### config.mk
export PLATFORM = sky130hd
export DESIGN_NAME = header_field_value_extractor
export DESIGN_NICKNAME = d
export VERILOG_FILES = /design/src/sv/hfve_pkg.sv /design/src/sv/hfve_name_cfg.sv /design/src/sv/hfve_scan.sv /design/src/sv/header_field_value_extractor.sv
export SDC_FILE = /design/constraint.sdc
export NUM_CORES = 1
export LEC_CHECK = 0
export ABC_AREA = 1
export BUFFER_PORTS_ARGS = -buffer_cell sky130_fd_sc_hd__buf_4
export CAP_MARGIN = 40
export CORE_AREA = 2 2 151 153
export DETAILED_ROUTE_END_ITERATION = 8
export DIE_AREA = 0 0 153 155
export PLACE_DENSITY = 0.76
export SLEW_MARGIN = 10
export SYNTH_ARGS = -nofsm -noshare
export SYNTH_HDL_FRONTEND = slang
export SYNTH_SLANG_ARGS = --single-unit
### constraint.sdc
create_clock -name clk -period 7 [get_ports clk]
set_input_delay 1.4 -clock clk [delete_from_list [all_inputs] [get_ports clk]]
set_output_delay 1.4 -clock clk [all_outputs]
set_load 0.02 [all_outputs]
### src/sv/hfve_pkg.sv
// Shared types and constants for the header field value extractor.
package hfve_pkg;

  localparam int NAME_SLOTS = 16;
  localparam int IDX_W      = 5;
  localparam int CFG_IDX_W  = 3;

  // configuration register indexes
  localparam logic [CFG_IDX_W-1:0] CFG_NAME_0_3   = 3'd0;
  localparam logic [CFG_IDX_W-1:0] CFG_NAME_4_7   = 3'd1;
  localparam logic [CFG_IDX_W-1:0] CFG_NAME_8_11  = 3'd2;
  localparam logic [CFG_IDX_W-1:0] CFG_NAME_12_15 = 3'd3;
  localparam logic [CFG_IDX_W-1:0] CFG_NAME_LEN   = 3'd4;

  // result kinds
  localparam logic [1:0] KIND_VALUE_BYTE = 2'd0;
  localparam logic [1:0] KIND_FOUND      = 2'd1;
  localparam logic [1:0] KIND_NOT_FOUND  = 2'd2;

  localparam logic [7:0] CH_NUL   = 8'h00;
  localparam logic [7:0] CH_LF    = 8'h0A;
  localparam logic [7:0] CH_COLON = 8'h3A;
  localparam logic [7:0] CH_SPACE = 8'h20;

  typedef enum logic [4:0] {
    PH_SEEK  = 5'b00001,
    PH_MATCH = 5'b00010,
    PH_SKIP  = 5'b00100,
    PH_VALUE = 5'b01000,
    PH_DONE  = 5'b10000
  } phase_t;

  // name character at the current match position
  typedef struct packed {
    logic       done;
    logic [7:0] chr;
  } name_tap_t;

endpackage

### src/sv/hfve_name_cfg.sv
// Header name registers and the character lookup at the match position.
module hfve_name_cfg #(
  parameter int MAX_NAME_CHARS = 16
) (
  input  logic                             clk,
  input  logic                             rst_n,
  input  logic                             cfg_we,
  input  logic [hfve_pkg::CFG_IDX_W-1:0]   cfg_index,
  input  logic [31:0]                      cfg_wdata,
  input  logic [hfve_pkg::IDX_W-1:0]       match_idx,
  output hfve_pkg::name_tap_t              tap
);

  localparam logic [5:0] MAX_LEN = 6'(MAX_NAME_CHARS);

  logic [31:0] words_r [4];
  logic [4:0]  len_r;
  logic [5:0]  len_eff;
  logic        in_range;
  logic [7:0]  chr;

  always_ff @(posedge clk) begin
    if (!rst_n) begin
      for (int i = 0; i < 4; i++) words_r[i] <= '0;
      len_r <= '0;
    end else if (cfg_we) begin
      if (cfg_index < hfve_pkg::CFG_NAME_LEN) begin
        words_r[cfg_index[1:0]] <= cfg_wdata;
      end else if (cfg_index == hfve_pkg::CFG_NAME_LEN) begin
        len_r <= cfg_wdata[4:0];
      end
    end
  end

  always_comb begin
    in_range = !match_idx[4];
    chr      = in_range ? words_r[match_idx[3:2]][{match_idx[1:0], 3'b000} +: 8] : 8'h00;
    len_eff  = ({1'b0, len_r} > MAX_LEN) ? MAX_LEN : {1'b0, len_r};
    tap.chr  = chr;
    // name ends at its length, past the last slot, or at its first zero character
    tap.done = ({1'b0, match_idx} >= len_eff) || !in_range || (chr == hfve_pkg::CH_NUL);
  end

endmodule

### src/sv/hfve_scan.sv
// Line scanner, name compare, value streaming and the result register.
module hfve_scan #(
  parameter int OFFSET_BITS = 16
) (
  input  logic                        clk,
  input  logic                        rst_n,
  input  logic                        byte_valid,
  input  logic [7:0]                  byte_data,
  output logic                        byte_take,
  input  hfve_pkg::name_tap_t         tap,
  output logic [hfve_pkg::IDX_W-1:0]  match_idx,
  output logic                        out_valid,
  input  logic                        out_ready,
  output logic [1:0]                  out_kind,
  output logic [7:0]                  out_vbyte,
  output logic [7:0]                  out_spaces,
  output logic [OFFSET_BITS-1:0]      out_offset
);

  hfve_pkg::phase_t             phase_r, phase_nxt;
  logic [hfve_pkg::IDX_W-1:0]   idx_r, idx_nxt;
  logic [7:0]                   pend_r, pend_nxt;
  logic [OFFSET_BITS-1:0]       pos_r, pos_nxt;
  logic [OFFSET_BITS-1:0]       start_r, start_nxt;

  logic                         emit;
  logic [1:0]                   kind;
  logic [7:0]                   vb;
  logic [7:0]                   sp;
  logic [OFFSET_BITS-1:0]       off;
  logic                         out_room;
  logic                         fire;

  logic                         out_valid_r;
  logic [1:0]                   kind_r;
  logic [7:0]                   vb_r;
  logic [7:0]                   sp_r;
  logic [OFFSET_BITS-1:0]       off_r;

  function automatic logic [7:0] up_ascii(input logic [7:0] c);
    if (c >= 8'h61 && c <= 8'h7A) begin
      return c - 8'h20;
    end
    return c;
  endfunction

  assign match_idx = idx_r;

  always_comb begin
    phase_nxt = phase_r;
    idx_nxt   = idx_r;
    pend_nxt  = pend_r;
    start_nxt = start_r;
    pos_nxt   = pos_r + OFFSET_BITS'(1);
    emit      = 1'b0;
    kind      = hfve_pkg::KIND_VALUE_BYTE;
    vb        = 8'h00;
    sp        = 8'h00;
    off       = '0;
    if (byte_data == hfve_pkg::CH_NUL) begin
      case (phase_r)
        hfve_pkg::PH_SKIP: begin
          emit = 1'b1;
          kind = hfve_pkg::KIND_FOUND;
          off  = pos_r;
        end
        hfve_pkg::PH_VALUE: begin
          emit = 1'b1;
          kind = hfve_pkg::KIND_FOUND;
          off  = start_r;
        end
        hfve_pkg::PH_SEEK, hfve_pkg::PH_MATCH: begin
          emit = 1'b1;
          kind = hfve_pkg::KIND_NOT_FOUND;
        end
        default: ;
      endcase
      // block end: back to the reset state
      phase_nxt = hfve_pkg::PH_SEEK;
      idx_nxt   = '0;
      pend_nxt  = '0;
      pos_nxt   = '0;
      start_nxt = '0;
    end else begin
      case (phase_r)
        hfve_pkg::PH_MATCH: begin
          if (tap.done) begin
            if (byte_data == hfve_pkg::CH_COLON) begin
              phase_nxt = hfve_pkg::PH_SKIP;
            end else if (byte_data == hfve_pkg::CH_LF) begin
              phase_nxt = hfve_pkg::PH_MATCH;
              idx_nxt   = '0;
            end else begin
              phase_nxt = hfve_pkg::PH_SEEK;
            end
          end else if (up_ascii(byte_data) == up_ascii(tap.chr)) begin
            idx_nxt = idx_r + hfve_pkg::IDX_W'(1);
          end else if (byte_data == hfve_pkg::CH_LF) begin
            phase_nxt = hfve_pkg::PH_MATCH;
            idx_nxt   = '0;
          end else begin
            phase_nxt = hfve_pkg::PH_SEEK;
          end
        end
        hfve_pkg::PH_SKIP: begin
          if (byte_data != hfve_pkg::CH_SPACE) begin
            start_nxt = pos_r;
            pend_nxt  = '0;
            emit      = 1'b1;
            if (byte_data < hfve_pkg::CH_SPACE) begin
              kind      = hfve_pkg::KIND_FOUND;
              off       = pos_r;
              phase_nxt = hfve_pkg::PH_DONE;
            end else begin
              vb        = byte_data;
              phase_nxt = hfve_pkg::PH_VALUE;
            end
          end
        end
        hfve_pkg::PH_VALUE: begin
          if (byte_data == hfve_pkg::CH_SPACE) begin
            if (pend_r != 8'hFF) pend_nxt = pend_r + 8'd1;
          end else if (byte_data < hfve_pkg::CH_SPACE) begin
            emit      = 1'b1;
            kind      = hfve_pkg::KIND_FOUND;
            off       = start_r;
            pend_nxt  = '0;
            phase_nxt = hfve_pkg::PH_DONE;
          end else begin
            emit     = 1'b1;
            vb       = byte_data;
            sp       = pend_r;
            pend_nxt = '0;
          end
        end
        hfve_pkg::PH_SEEK: begin
          if (byte_data == hfve_pkg::CH_LF) begin
            phase_nxt = hfve_pkg::PH_MATCH;
            idx_nxt   = '0;
          end
        end
        default: phase_nxt = hfve_pkg::PH_DONE;
      endcase
    end
  end

  // bytes with no result move on even while the result register is stalled
  assign out_room  = !out_valid_r || out_ready;
  assign fire      = byte_valid && (!emit || out_room);
  assign byte_take = fire;

  always_ff @(posedge clk) begin
    if (!rst_n) begin
      phase_r     <= hfve_pkg::PH_SEEK;
      idx_r       <= '0;
      pend_r      <= '0;
      pos_r       <= '0;
      start_r     <= '0;
      out_valid_r <= 1'b0;
    end else begin
      if (fire) begin
        phase_r <= phase_nxt;
        idx_r   <= idx_nxt;
        pend_r  <= pend_nxt;
        pos_r   <= pos_nxt;
        start_r <= start_nxt;
      end
      if (fire && emit) begin
        out_valid_r <= 1'b1;
      end else if (out_ready) begin
        out_valid_r <= 1'b0;
      end
    end
  end

  always_ff @(posedge clk) begin
    if (fire && emit) begin
      kind_r <= kind;
      vb_r   <= vb;
      sp_r   <= sp;
      off_r  <= off;
    end
  end

  assign out_valid  = out_valid_r;
  assign out_kind   = kind_r;
  assign out_vbyte  = vb_r;
  assign out_spaces = sp_r;
  assign out_offset = off_r;

  a_block_end_clears: assert property (@(posedge clk) disable iff (!rst_n)
    (fire && byte_data == hfve_pkg::CH_NUL) |=>
      (phase_r == hfve_pkg::PH_SEEK && pos_r == '0 && pend_r == '0))
    else $error("block end did not clear the search state");

  a_pending_only_in_value: assert property (@(posedge clk) disable iff (!rst_n)
    (phase_r != hfve_pkg::PH_VALUE) |-> (pend_r == '0))
    else $error("held-back spaces outside the value");

  a_value_byte_fields: assert property (@(posedge clk) disable iff (!rst_n)
    (out_valid_r && kind_r == hfve_pkg::KIND_VALUE_BYTE) |-> (off_r == '0))
    else $error("value byte result carries an offset");

  a_end_fields: assert property (@(posedge clk) disable iff (!rst_n)
    (out_valid_r && kind_r != hfve_pkg::KIND_VALUE_BYTE) |-> (vb_r == '0 && sp_r == '0))
    else $error("end result carries a value byte or space count");

  a_result_held: assert property (@(posedge clk) disable iff (!rst_n)
    (out_valid_r && !out_ready) |=> (out_valid_r && $stable(kind_r) && $stable(off_r)))
    else $error("stalled result register changed");

endmodule

### src/sv/header_field_value_extractor.sv
// Top level of the header field value extractor.
// Takes one header byte per cycle and sustains one byte per cycle in both
// directions while a byte that gives a result finds room in the result
// register; a byte passes through the input register and, if it gives a
// result, lands in the result register. Bytes that give no result keep
// flowing while a result waits to be taken. Load the name characters and
// name_length while the block is idle. Results: kind 0 is a value byte with
// the count of interior spaces held back before it, kind 1 ends a found
// value and gives the value's offset in the block, kind 2 reports a block
// that ended without a match. A zero byte ends the block and restarts the
// search; the first line of a block is never a candidate.
module header_field_value_extractor #(
  parameter int MAX_NAME_CHARS = 16,
  parameter int OFFSET_BITS    = 16
) (
  input  logic                                      clk,
  input  logic                                      rst_n,
  input  logic                                      in_tvalid,
  output logic                                      in_tready,
  input  logic [7:0]                                in_tdata,   // header_byte
  output logic                                      out_tvalid,
  input  logic                                      out_tready,
  // value_byte [7:0], spaces_before [15:8], value_offset above, zero padded
  output logic [((16+OFFSET_BITS+7)/8)*8-1:0]       out_tdata,
  output logic [1:0]                                out_tuser,  // result_kind
  input  logic                                      cfg_we,
  input  logic [hfve_pkg::CFG_IDX_W-1:0]            cfg_index,
  input  logic [31:0]                               cfg_wdata
);

  localparam int OUT_W = ((16 + OFFSET_BITS + 7) / 8) * 8;

  logic                         in_valid_r;
  logic [7:0]                   in_byte_r;
  logic                         take;
  logic [hfve_pkg::IDX_W-1:0]   match_idx;
  hfve_pkg::name_tap_t          tap;
  logic [7:0]                   vbyte;
  logic [7:0]                   spaces;
  logic [OFFSET_BITS-1:0]       offset;

  assign in_tready = !in_valid_r || take;

  always_ff @(posedge clk) begin
    if (!rst_n) begin
      in_valid_r <= 1'b0;
    end else if (in_tvalid && in_tready) begin
      in_valid_r <= 1'b1;
    end else if (take) begin
      in_valid_r <= 1'b0;
    end
  end

  always_ff @(posedge clk) begin
    if (in_tvalid && in_tready) begin
      in_byte_r <= in_tdata;
    end
  end

  hfve_name_cfg #(
    .MAX_NAME_CHARS (MAX_NAME_CHARS)
  ) u_name_cfg (
    .clk       (clk),
    .rst_n     (rst_n),
    .cfg_we    (cfg_we),
    .cfg_index (cfg_index),
    .cfg_wdata (cfg_wdata),
    .match_idx (match_idx),
    .tap       (tap)
  );

  hfve_scan #(
    .OFFSET_BITS (OFFSET_BITS)
  ) u_scan (
    .clk        (clk),
    .rst_n      (rst_n),
    .byte_valid (in_valid_r),
    .byte_data  (in_byte_r),
    .byte_take  (take),
    .tap        (tap),
    .match_idx  (match_idx),
    .out_valid  (out_tvalid),
    .out_ready  (out_tready),
    .out_kind   (out_tuser),
    .out_vbyte  (vbyte),
    .out_spaces (spaces),
    .out_offset (offset)
  );

  assign out_tdata = OUT_W'({offset, spaces, vbyte});

endmodule

==> out/summary.md, run 1 <==
- simple AND/OR/NAND/NOR gates — cell class contributing the biggest share of worst-path delay
- 21.22% — global router's overall resource usage
- 0 — number of setup violations in the final report
- 2410 ps — WP data arrival
- 25430 um — total wire length
- 0% — share of synthesized flip-flops with an asynchronous set or reset
- 1.236% — adder and majority cell fraction of the synthesized area
- 3808 ps — shortest period the worst path allows
- 0 — # Post-CTS Setup Buffers
- 0.6291% — xor-xnor portion of the synthesized cell area
- 1703 — final non-filler cell total
- 5.188 — vias per cell
- 3 — Longest Clk Path Bufs
- sky130_fd_sc_hd__edfxtp_1 — largest area contributor in the synthesized netlist
- 7 — total iterations of the first detailed-routing run
- 170 — EDFF count, synth
- 3192 ps — setup slack of the critical path after layout
- 1655 — DP Cell Count
- 229 — TritonCTS Sinks
- 24.66% — fraction of the mapped netlist area in simple logic gates
- 11.24 ps — Max Clock Skew
- 50.11% — Initial Utilization
- 55 — number of rows in the core area
- 45.83% — portion of synthesized cell area occupied by the leading cell type
- 679 — DRC violation total after the first TritonRoute iteration
- 229 — total of flip-flops plus latches after synthesis
- 0 — max_cap viols
- 0% — multiplexer share of the synthesized area
- 0 — total grt overflow
- 6.897% — fraction of the mapped netlist area in compound gates
- u_scan.start_r[13] — Worst Min Path Start
- false — setup repair after global routing missed its margin
- 155 um — die height
- 467.7 ps — minimum hold slack
- 3491 ps — pre-CTS WS
- 3520 ps — flop-to-flop setup slack
- sky130_fd_sc_hd__clkbuf_16 — clock root buffer
- 0.006287 mm2 — sequential standard cell area
- 8439 — via count of the first global-routing pass
- 1458 — net count reported at finish
- sky130_fd_sc_hd__edfxtp_1 — main flop type after synthesis
- 0.02223 mm2 — Std-Cell Core Area
- 0 — hold violation total from the final report
- 1 — H-tree levels
- 0.0001659 V — largest vdd supply drop
- in_byte_r[7] — Critical Path Start
- 0 — Resize count post-CTS
- sky130_fd_sc_hd__nand2_1, sky130_fd_sc_hd__nor2_1, sky130_fd_sc_hd__inv_1 — leading cell types in the layout, fill and taps excluded
- 0 — cts hold-fix bufs
- 16010 um — DPL Wire Length
- finished clean — status
- 11.99% — fraction of layout cells with a size suffix above 1
- 7 — highest fanout seen on the critical path
- register — CP Launch Type
- 1314 — cells after synthesis
- 0 — number of warnings printed during yosys synthesis
- sky130_fd_sc_hd__edfxtp_1 — slowest library cell on the worst path
- sky130_fd_sc_hd__edfxtp_1, sky130_fd_sc_hd__dfxtp_1, sky130_fd_sc_hd__nand2_1 — largest cells by area after synthesis
- 44.78% — Worst slew margin
- 3 — total buffers and inverters traversed by the critical path
- simple AND/OR/NAND/NOR gates — largest family of logic cells by synthesized area
- 238.2 mW/mm2 — power per standard cell area
- 8836 — via count
- reg2out — Worst Path Class, Setup
- 1916 — Fill cells
- 0 — number of nets with antenna violations after detailed routing
- 78 — pin count of the biggest net entering global routing
- 828.2 ps — transition time at the pin with the least slew margin
- 153 um — DIE WIDTH
- output pin — CP endpoint kind
- 8.477 um2 — post-synthesis average cell area
- 0 — number of remaining DRC errors
- 0.01114 mm2 — cell area after synthesis
- 48 — post-synth cell types
- 0 — antenna violations before repair
- 440 ps — Max stage delay on crit path
- 83 — I/O Buffers
- 530 ps — clock latency of the later-clocked register in the worst-skew pair
- 262.6 MHz — achievable clock frequency
- nor2_1 > inv_1 > nor2_1 > nand3_2 > inv_1 > nand2_1 > nand2_1 > nand3_1 > buf_4 — worst path cell trace
- 84 — number of top-level design ports
- 54.40% — Final Cycle Share
- 60 ps — Reg clk slew, reported paths
- 0.003070 W — Final Total Pwr
- 0.02372 mm2 — die footprint
- 0 — number of diodes added for antenna fixing
- 5.245 nW — Static Leak
- sky130_fd_sc_hd__nand2_1 — leading cell type in the layout, fill and taps excluded
- 0.003741 mm2 — area used by multi-input combinational logic
- 0 ps — final setup TNS
- reg2reg — Worst Hold Class
- 41320 um — wire length of the first global-routing pass
- 56.44% — proportion of synthesized chip area in sequential cells
- 1373 — post-synth net total
- 0.8662 — RePlAce Congestion
- 15.73% — post-synthesis to final-layout area growth
- 5600 ps — data required time of the critical path
- 14.93 um — mean routed wirelength per cell
- 27 — cts bufs inserted
- done — TritonCTS clock tree
- 0 — final count of pins violating max slew
-- per-stage QoR --
stage                     util, %  area (um2)
after global routing        57.99       12890
after CTS                   57.99       12890
after floorplan                 -       11140
after detailed placement    54.20       12050
after global placement      53.98       12000
final                       57.99       12890
-- power breakdown --
| group | switching [W] | internal [W] | leakage (nW) | total, W |
|---|---|---|---|---|
| clock network | 0.000539 | 0.000779 | 0.417 | 0.00132 |
| registers | 0.0000245 | 0.00152 | 2.04 | 0.00154 |
| logic | 0.000140 | 0.0000697 | 2.79 | 0.000210 |
| total | 0.000703 | 0.00237 | 5.25 | 0.00307 |
-- final cells by class --
type                            count  share of cell area (%)
Timing Repair Buffer               98                   5.921
Tap cell                          285                   2.766
Sequential cell                   229                   48.78
Inverter                          239                   6.979
Multi-Input combinational cell    804                   29.02
Clock buffer                       40                   6.106
Clock inverter                      8                  0.4271
-- routing by layer --
metal / GRT usage, % / up-vias / part of all wire, %
met1: 27.09 / 4089 / 42
met4: 6.526 / 0 / 2.2
li1: - / 4377 / -
met3: 3.510 / 50 / 7.6
met5: 0 / - / 0
met2: 37.28 / 320 / 48
-- worst register-to-register path, delay by kind of cell, from the launching register on --
family / cells / cell delay, ps
compound gates: 3 / 710
buf+inv: 2 / 1040
flops: 1 / 320
simple gates: 11 / 1280
-- cells in the mapped netlist, types with 4 or more instances --
master	number
sky130_fd_sc_hd__nand3_1	76
sky130_fd_sc_hd__nand4_1	13
sky130_fd_sc_hd__o21ai_0	23
sky130_fd_sc_hd__nand2_1	274
sky130_fd_sc_hd__clkbuf_1	22
sky130_fd_sc_hd__a21oi_1	49
sky130_fd_sc_hd__buf_6	5
sky130_fd_sc_hd__o21ai_1	22
sky130_fd_sc_hd__edfxtp_1	170
sky130_fd_sc_hd__ha_1	11
sky130_fd_sc_hd__nor2_1	253
sky130_fd_sc_hd__inv_1	227
sky130_fd_sc_hd__nor3_2	4
sky130_fd_sc_hd__nor3_1	17
sky130_fd_sc_hd__buf_2	10
sky130_fd_sc_hd__xor2_1	7
sky130_fd_sc_hd__clkinv_1	4
sky130_fd_sc_hd__inv_2	7
sky130_fd_sc_hd__nand3_2	4
sky130_fd_sc_hd__dfxtp_1	59
sky130_fd_sc_hd__a221oi_1	16
-- state kept, by name (all words and copies together) (netlist names), named ones only --
signal and count:
in_byte_r 8, in_valid_r 1, u_name_cfg.len_r 5, u_name_cfg.words_r 128, u_scan.match_idx 5, u_scan.out_kind 2
u_scan.out_offset 16, u_scan.out_spaces 8, u_scan.out_valid 1, u_scan.out_vbyte 8, u_scan.pend_r 8, u_scan.phase_r 5
u_scan.pos_r 16, u_scan.start_r 16
-- path summary, 6_finish.rpt --
| kind | to | cells past startpoint |
|---|---|---|
| worst max register to register | u_scan.match_idx[3] | 16 |
| worst min register to register | u_scan.start_r[13] | 2 |
| worst max-delay path | in_tready | 9 |
| worst min-delay path | u_scan.start_r[13] | 2 |
-- kinds of logic after synthesis --
group           after synthesis
fa+ha+maj                    11
buf+inv                     281
compound gates              129
simple gates                656
flops                       229
xor+xnor                      8
(Power assumes the default switching activity.)
==> run 2: changes to the inputs <==
==> constraint.sdc (replaced) <==
create_clock -name clk -period 3.55 [get_ports clk]
set_input_delay 0.71 -clock clk [delete_from_list [all_inputs] [get_ports clk]]
set_output_delay 0.71 -clock clk [all_outputs]
set_load 0.02 [all_outputs]
==> out/summary.md, run 2 (same netlist as run 1, synthesis figures left out) <==
- register — CP endpoint kind
- 0.01208 mm2 — placed standard-cell area, +0.26%
- 8820 — via count, -0.18%
- 3 — Longest Clk Path Bufs, unchanged
- 1 — H-tree levels, unchanged
- 229 — TritonCTS Sinks, unchanged
- 52 — highest fanout seen on the critical path, +45
- sky130_fd_sc_hd__nand2_1 — leading cell type in the layout, fill and taps excluded
- sky130_fd_sc_hd__nand2_1, sky130_fd_sc_hd__nor2_1, sky130_fd_sc_hd__inv_1 — leading cell types in the layout, fill and taps excluded
- 0 — number of remaining DRC errors, unchanged
- 0 — max_cap viols, unchanged
- in2reg — Worst Hold Class
- 0 — number of nets with antenna violations after detailed routing, unchanged
- 5 — total iterations of the first detailed-routing run, -2
- 15.08 um — mean routed wirelength per cell, +1.0%
- u_name_cfg.words_r — largest register by flop count
- 3590 ps — WP data arrival, +1180 ps
- 0 — hold violation total from the final report, unchanged
- 41710 um — wire length of the first global-routing pass, +0.93%
- 0 — total grt overflow, unchanged
- 15.82% — post-synthesis to final-layout area growth, about the same
- 47.86% — Worst slew margin, +3.1 points
- 5.272 nW — Static Leak, +0.51%
- 12.45% — fraction of layout cells with a size suffix above 1, +0.46 points
- 16 — reg2reg path depth, unchanged
- register — CP Launch Type
- 0 — antenna violations before repair, unchanged
- 782.1 ps — transition time at the pin with the least slew margin, -46.17 ps
- 128 — max FFs per register, unchanged
- 25 — cts bufs inserted, -7.4%
- 0.0004112 V — largest vdd supply drop, +150%
- 58.04% — Layout Utilization, about the same
- 361.9 ps — minimum hold slack, -105.8 ps
- 467.4 mW/mm2 — power per standard cell area, +96%
- 520 ps — clock latency of the later-clocked register in the worst-skew pair, about the same
- 1923 — Fill cells, +0.37%
- 60 ps — Reg clk slew, reported paths, about the same
- 55 — number of rows in the core area, unchanged
- 3165 ps — shortest period the worst path allows
- 16770 um — DPL Wire Length, +4.7%
- 153 um — DIE WIDTH, unchanged
- 0 — number of diodes added for antenna fixing, unchanged
- 25750 um — total wire length, +1.2%
- 89.17% — Final Cycle Share
- 83 — I/O Buffers, unchanged
- 21.57% — global router's overall resource usage, +0.34 points
- 0 — number of setup violations in the final report, unchanged
- finished clean — status
- 1462 — net count reported at finish, +0.27%
- 315.9 MHz — achievable clock frequency
- 0.02372 mm2 — die footprint, unchanged
- 9.796 ps — Max Clock Skew, -1.447 ps
- 5.167 — vias per cell, -0.41%
- 0.01290 mm2 — area of all placed cells without fillers, about the same
- 8482 — via count of the first global-routing pass, +0.51%
- sky130_fd_sc_hd__clkbuf_16 — clock root buffer
- 3980 ps — data required time of the critical path, -1620 ps
- 155 um — die height, unchanged
- 0.9043 — RePlAce Congestion, +4.4%
- false — setup repair after global routing missed its margin
- 50.11% — Initial Utilization, unchanged
- 0 — final count of pins violating max slew, unchanged
- reg2reg — Worst Path Class, Setup
- 84 — number of top-level design ports, unchanged
- 0.02223 mm2 — Std-Cell Core Area, unchanged
- 53 — pin count of the biggest net entering global routing, -32%
- 0 ps — final setup TNS, unchanged
- 705 — DRC violation total after the first TritonRoute iteration, +3.8%
- 1 — Min-Delay Path Depth, -1
- done — TritonCTS clock tree
[run 2: changes by cell type in the layout (fill, tap and decap cells not counted), moves of 2 or more]
cell                        change
sky130_fd_sc_hd__buf_12         +2
sky130_fd_sc_hd__buf_4          +7
sky130_fd_sc_hd__buf_6          -2
sky130_fd_sc_hd__clkbuf_1       -3
sky130_fd_sc_hd__clkbuf_16      -3
sky130_fd_sc_hd__clkbuf_8       +2
sky130_fd_sc_hd__clkinv_4       -2
sky130_fd_sc_hd__inv_4          +2
sky130_fd_sc_hd__inv_6          +3
[run 2: worst paths after layout]
kind | endpoint | from | slack, ps
max | u_scan.match_idx[3] | register | 380
min reg2reg | u_scan.start_r[6] | u_scan.start_r[6] | 470
max reg2reg | u_scan.match_idx[3] | register | 380
min | in_byte_r[3] | in_tdata[3] | 360
[run 2: per-layer routing]
layer	track usage [%]	vias up	routed length [um]
li1	-	4376	-
met1	28.37	4049	10980
met2	36.60	339	12180
met3	3.426	56	1903
met4	7.451	0	678
met5	0	-	0
[run 2: through the flow]
| stage | worst slack (ps) | std cells | total power [W] |
|---|---|---|---|
| after floorplan | 719.9 | 1314 | 0.003350 |
| after global placement | 393.1 | 1660 | 0.003496 |
| after detailed placement | 387.7 | 1661 | 0.003508 |
| after CTS | 357.3 | 1707 | 0.006065 |
| after global routing | 98.35 | 1707 | 0.006225 |
| final | 384.6 | 1707 | 0.006030 |
[run 2: power breakdown]
group          total, W  switching (W)  internal, W
combinational  0.000415       0.000275     0.000140
sequential      0.00304      0.0000501      0.00299
clock           0.00257        0.00106      0.00151
[run 2: final cells by class]
cell class,instances,area (um2),share of cell area (%)
Clock inverter,10,90.09,0.6983
Inverter,239,899.6,6.974
Tap cell,285,356.6,2.764
Multi-Input combinational cell,804,3732,28.93
Sequential cell,229,6287,48.74
Clock buffer,36,728.2,5.645
Timing Repair Buffer,104,805.8,6.246
[run 2: timing repair]
item	4_1_cts	5_1_grt
endpoints found under the hold margin	0	0
buffers inserted	0	0
hold buffers	0	0
setup endpoints to repair	0	1
gates resized for setup	0	1
[run 2: worst max-delay path, stage by stage (launching register included)]
cell	delay, ps
sky130_fd_sc_hd__dfxtp_2	640
sky130_fd_sc_hd__inv_4	340
sky130_fd_sc_hd__o21ai_1	220
sky130_fd_sc_hd__nand2_1	80
sky130_fd_sc_hd__nor2_1	150
sky130_fd_sc_hd__nor2_1	80
sky130_fd_sc_hd__o21ai_1	320
sky130_fd_sc_hd__ha_1	320
sky130_fd_sc_hd__inv_1	60
sky130_fd_sc_hd__nand3_1	70
sky130_fd_sc_hd__nand3_1	90
sky130_fd_sc_hd__nand2_1	60
sky130_fd_sc_hd__inv_2	130
sky130_fd_sc_hd__nand3_2	150
sky130_fd_sc_hd__nand2_1	90
sky130_fd_sc_hd__nand3_1	60
sky130_fd_sc_hd__a21oi_1	190
==> run 3: changes to the inputs <==
--- a/config.mk
+++ b/config.mk
@@ -7,10 +7,11 @@
 export LEC_CHECK = 0
 export ABC_AREA = 1
 export BUFFER_PORTS_ARGS = -buffer_cell sky130_fd_sc_hd__buf_4
-export CAP_MARGIN = 40
+export CAP_MARGIN = 20
 export CORE_AREA = 2 2 151 153
 export DETAILED_ROUTE_END_ITERATION = 8
 export DIE_AREA = 0 0 153 155
+export GPL_TIMING_DRIVEN = 0
 export PLACE_DENSITY = 0.76
 export SLEW_MARGIN = 10
 export SYNTH_ARGS = -nofsm -noshare
==> out/summary.md, run 3 (same netlist as run 1, synthesis figures left out) <==
- 25 — cts bufs inserted, unchanged
- done — TritonCTS clock tree
- 21 — pin count of the biggest net entering global routing, -60%
- 55 — number of rows in the core area, unchanged
- 540 ps — Max stage delay on crit path, -100 ps
- 17.45% — post-synthesis to final-layout area growth
- 3 — Longest Clk Path Bufs, unchanged
- 1488 — net count reported at finish, +1.8%
- 14 — reg2reg path depth, -2
- 29.42% — global routing met1 resource utilization, +1.0 points
- 0 — # Post-CTS Setup Buffers, unchanged
- 128 — max FFs per register, unchanged
- 9180 — via count, +4.1%
- 0.02223 mm2 — Std-Cell Core Area, unchanged
- sky130_fd_sc_hd__dfxtp_1 — slowest library cell on the worst path
- 153 um — DIE WIDTH, unchanged
- 0.02372 mm2 — die footprint, unchanged
- reg2reg — Worst Path Class, Setup
- finished clean — status
- 5.317 nW — Static Leak, +0.84%
- 0 — max_cap viols, unchanged
- 330 ps — flop-to-flop setup slack, -60 ps
- 84 — number of top-level design ports, unchanged
- sky130_fd_sc_hd__nand2_1, sky130_fd_sc_hd__nor2_1, sky130_fd_sc_hd__inv_1 — leading cell types in the layout, fill and taps excluded
- 1 — H-tree levels, unchanged
- 0 — number of setup violations in the final report, unchanged
- 0 — number of diodes added for antenna fixing, unchanged
- 9.890 ps — Max Clock Skew, +0.09381 ps
- 0 — final count of pins violating max slew, unchanged
- sky130_fd_sc_hd__nand2_1 — leading cell type in the layout, fill and taps excluded
- 10 — highest fanout seen on the critical path, -81%
- 42.54% — Worst slew margin, -5.3 points
- register — CP Launch Type
- 3222 ps — shortest period the worst path allows, +56.69 ps
- 1846 — Fill cells, -4.0%
- 530 ps — clock latency of the later-clocked register in the worst-skew pair, about the same
- 0 — hold violation total from the final report, unchanged
- 83 — I/O Buffers, unchanged
- 3620 ps — WP data arrival, +30 ps
- 0 — number of remaining DRC errors, unchanged
- 0.0004348 V — largest vdd supply drop, +5.8%
- 39.46% — GR Layer Usage met2, +2.9 points
- clkbuf_1 > nand3_1 > nand3_1 > nand2_1 > nand2_1 > nand2_1 > nor2_2 > nand4_1 > nand3_1 > nand2_1 > o21ai_1 > nor2_1 > nand3_1 > a21oi_1 — worst path cell trace
- 4.067% — met3 track demand over resource in global routing, +0.64 points
- 18620 um — DPL Wire Length, +11%
- u_name_cfg.words_r — largest register by flop count
- false — setup repair after global routing missed its margin
- 0 — total grt overflow, unchanged
- u_scan.match_idx[0] — Critical Path Start
- 8953 — via count of the first global-routing pass, +5.6%
- 155 um — die height, unchanged
- 854.8 ps — transition time at the pin with the least slew margin, +72.73 ps
- 0 — cts hold-fix bufs, unchanged
- 0.9072 — RePlAce Congestion, +0.32%
- 310.4 MHz — achievable clock frequency, -1.8%
- register — CP endpoint kind
- sky130_fd_sc_hd__clkbuf_16 — clock root buffer
- 43960 um — wire length of the first global-routing pass, +5.4%
- 12.02% — fraction of layout cells with a size suffix above 1, -0.43 points
- 0 — number of nets with antenna violations after detailed routing, unchanged
- met2 — routing layer with the top usage in global route
- 449.3 ps — pre-CTS WS, +61.61 ps
- 50.11% — Initial Utilization, unchanged
- 90.76% — Final Cycle Share, +1.6 points
- 0 — Resize count post-CTS, unchanged
- 5.297 — vias per cell, +2.5%
- 857 — DRC violation total after the first TritonRoute iteration, +22%
- 363.0 ps — minimum hold slack, +1.139 ps
- 5 — total iterations of the first detailed-routing run, unchanged
- 60 ps — Reg clk slew, reported paths, about the same
- 460.3 mW/mm2 — power per standard cell area, -1.5%
- 27540 um — total wire length, +7.0%
- 22.99% — global router's overall resource usage, +1.4 points
- 3940 ps — data required time of the critical path, -40 ps
- 15.89 um — mean routed wirelength per cell, +5.4%
- u_scan.match_idx[0] — Crit Reg-Reg Startpoint
- 327.9 ps — setup slack of the critical path after layout, -56.69 ps
- 229 — TritonCTS Sinks, unchanged
- in2reg — Worst Hold Class
- 0 — antenna violations before repair, unchanged
## run 3: critical path, delay by kind of cell (launching register included)
kind	cells	cell delay, ps
AND/OR/NAND/NOR	11	1540
buffers and inverters	1	540
flip-flops	1	540
AO/OA/AOI/OAI	2	460
## run 3: per-layer routing
layer | wire length (um) | up-vias
met5 | 0 | -
met4 | 748 | 0
met3 | 2504 | 67
met2 | 13060 | 427
met1 | 11220 | 4247
li1 | - | 4439
## run 3: where the power goes
part | internal, W | switching [W]
Clock | 0.00151 | 0.00104
Sequential | 0.00299 | 0.0000475
Combinational | 0.000148 | 0.000285
Total | 0.00465 | 0.00137
## run 3: layout make-up
type                    count  area, um2  share of cell area [%]
repair buffers             88      760.7                   5.815
flip-flops and latches    229       6286                   48.05
plain buffers              42      230.2                   1.760
well taps                 285      356.6                   2.726
inverters                 239      899.6                   6.877
multi-input cells         804       3750                   28.67
clock buffers              38      704.4                   5.385
clock inverters             8      93.84                  0.7174
## run 3: per-stage QoR
stage,cells,util [%],TNS [ps],area [um2],total power [W]
global placement,1682,54.52,-41830,12120,0.003486
finish,1733,58.85,0,13080,0.006021
detailed placement,1687,55.26,0,12280,0.003518
CTS,1733,58.85,0,13080,0.006031
global route,1733,58.85,0,13080,0.006207
floorplan,1314,-,0,11140,0.003350
## run 3: worst min path at each step
stage	startpoint	end	slack, ps	cells after the start
after detailed placement	u_scan.start_r[4]	u_scan.start_r[4]	460	2
after CTS	in_tdata[6]	in_byte_r[6]	350	1
after global routing	in_tdata[6]	in_byte_r[6]	340	1
final	in_tdata[6]	in_byte_r[6]	360	1
after floorplan	u_scan.start_r[0]	u_scan.start_r[0]	450	2
after global placement	u_scan.start_r[10]	u_scan.start_r[10]	460	2
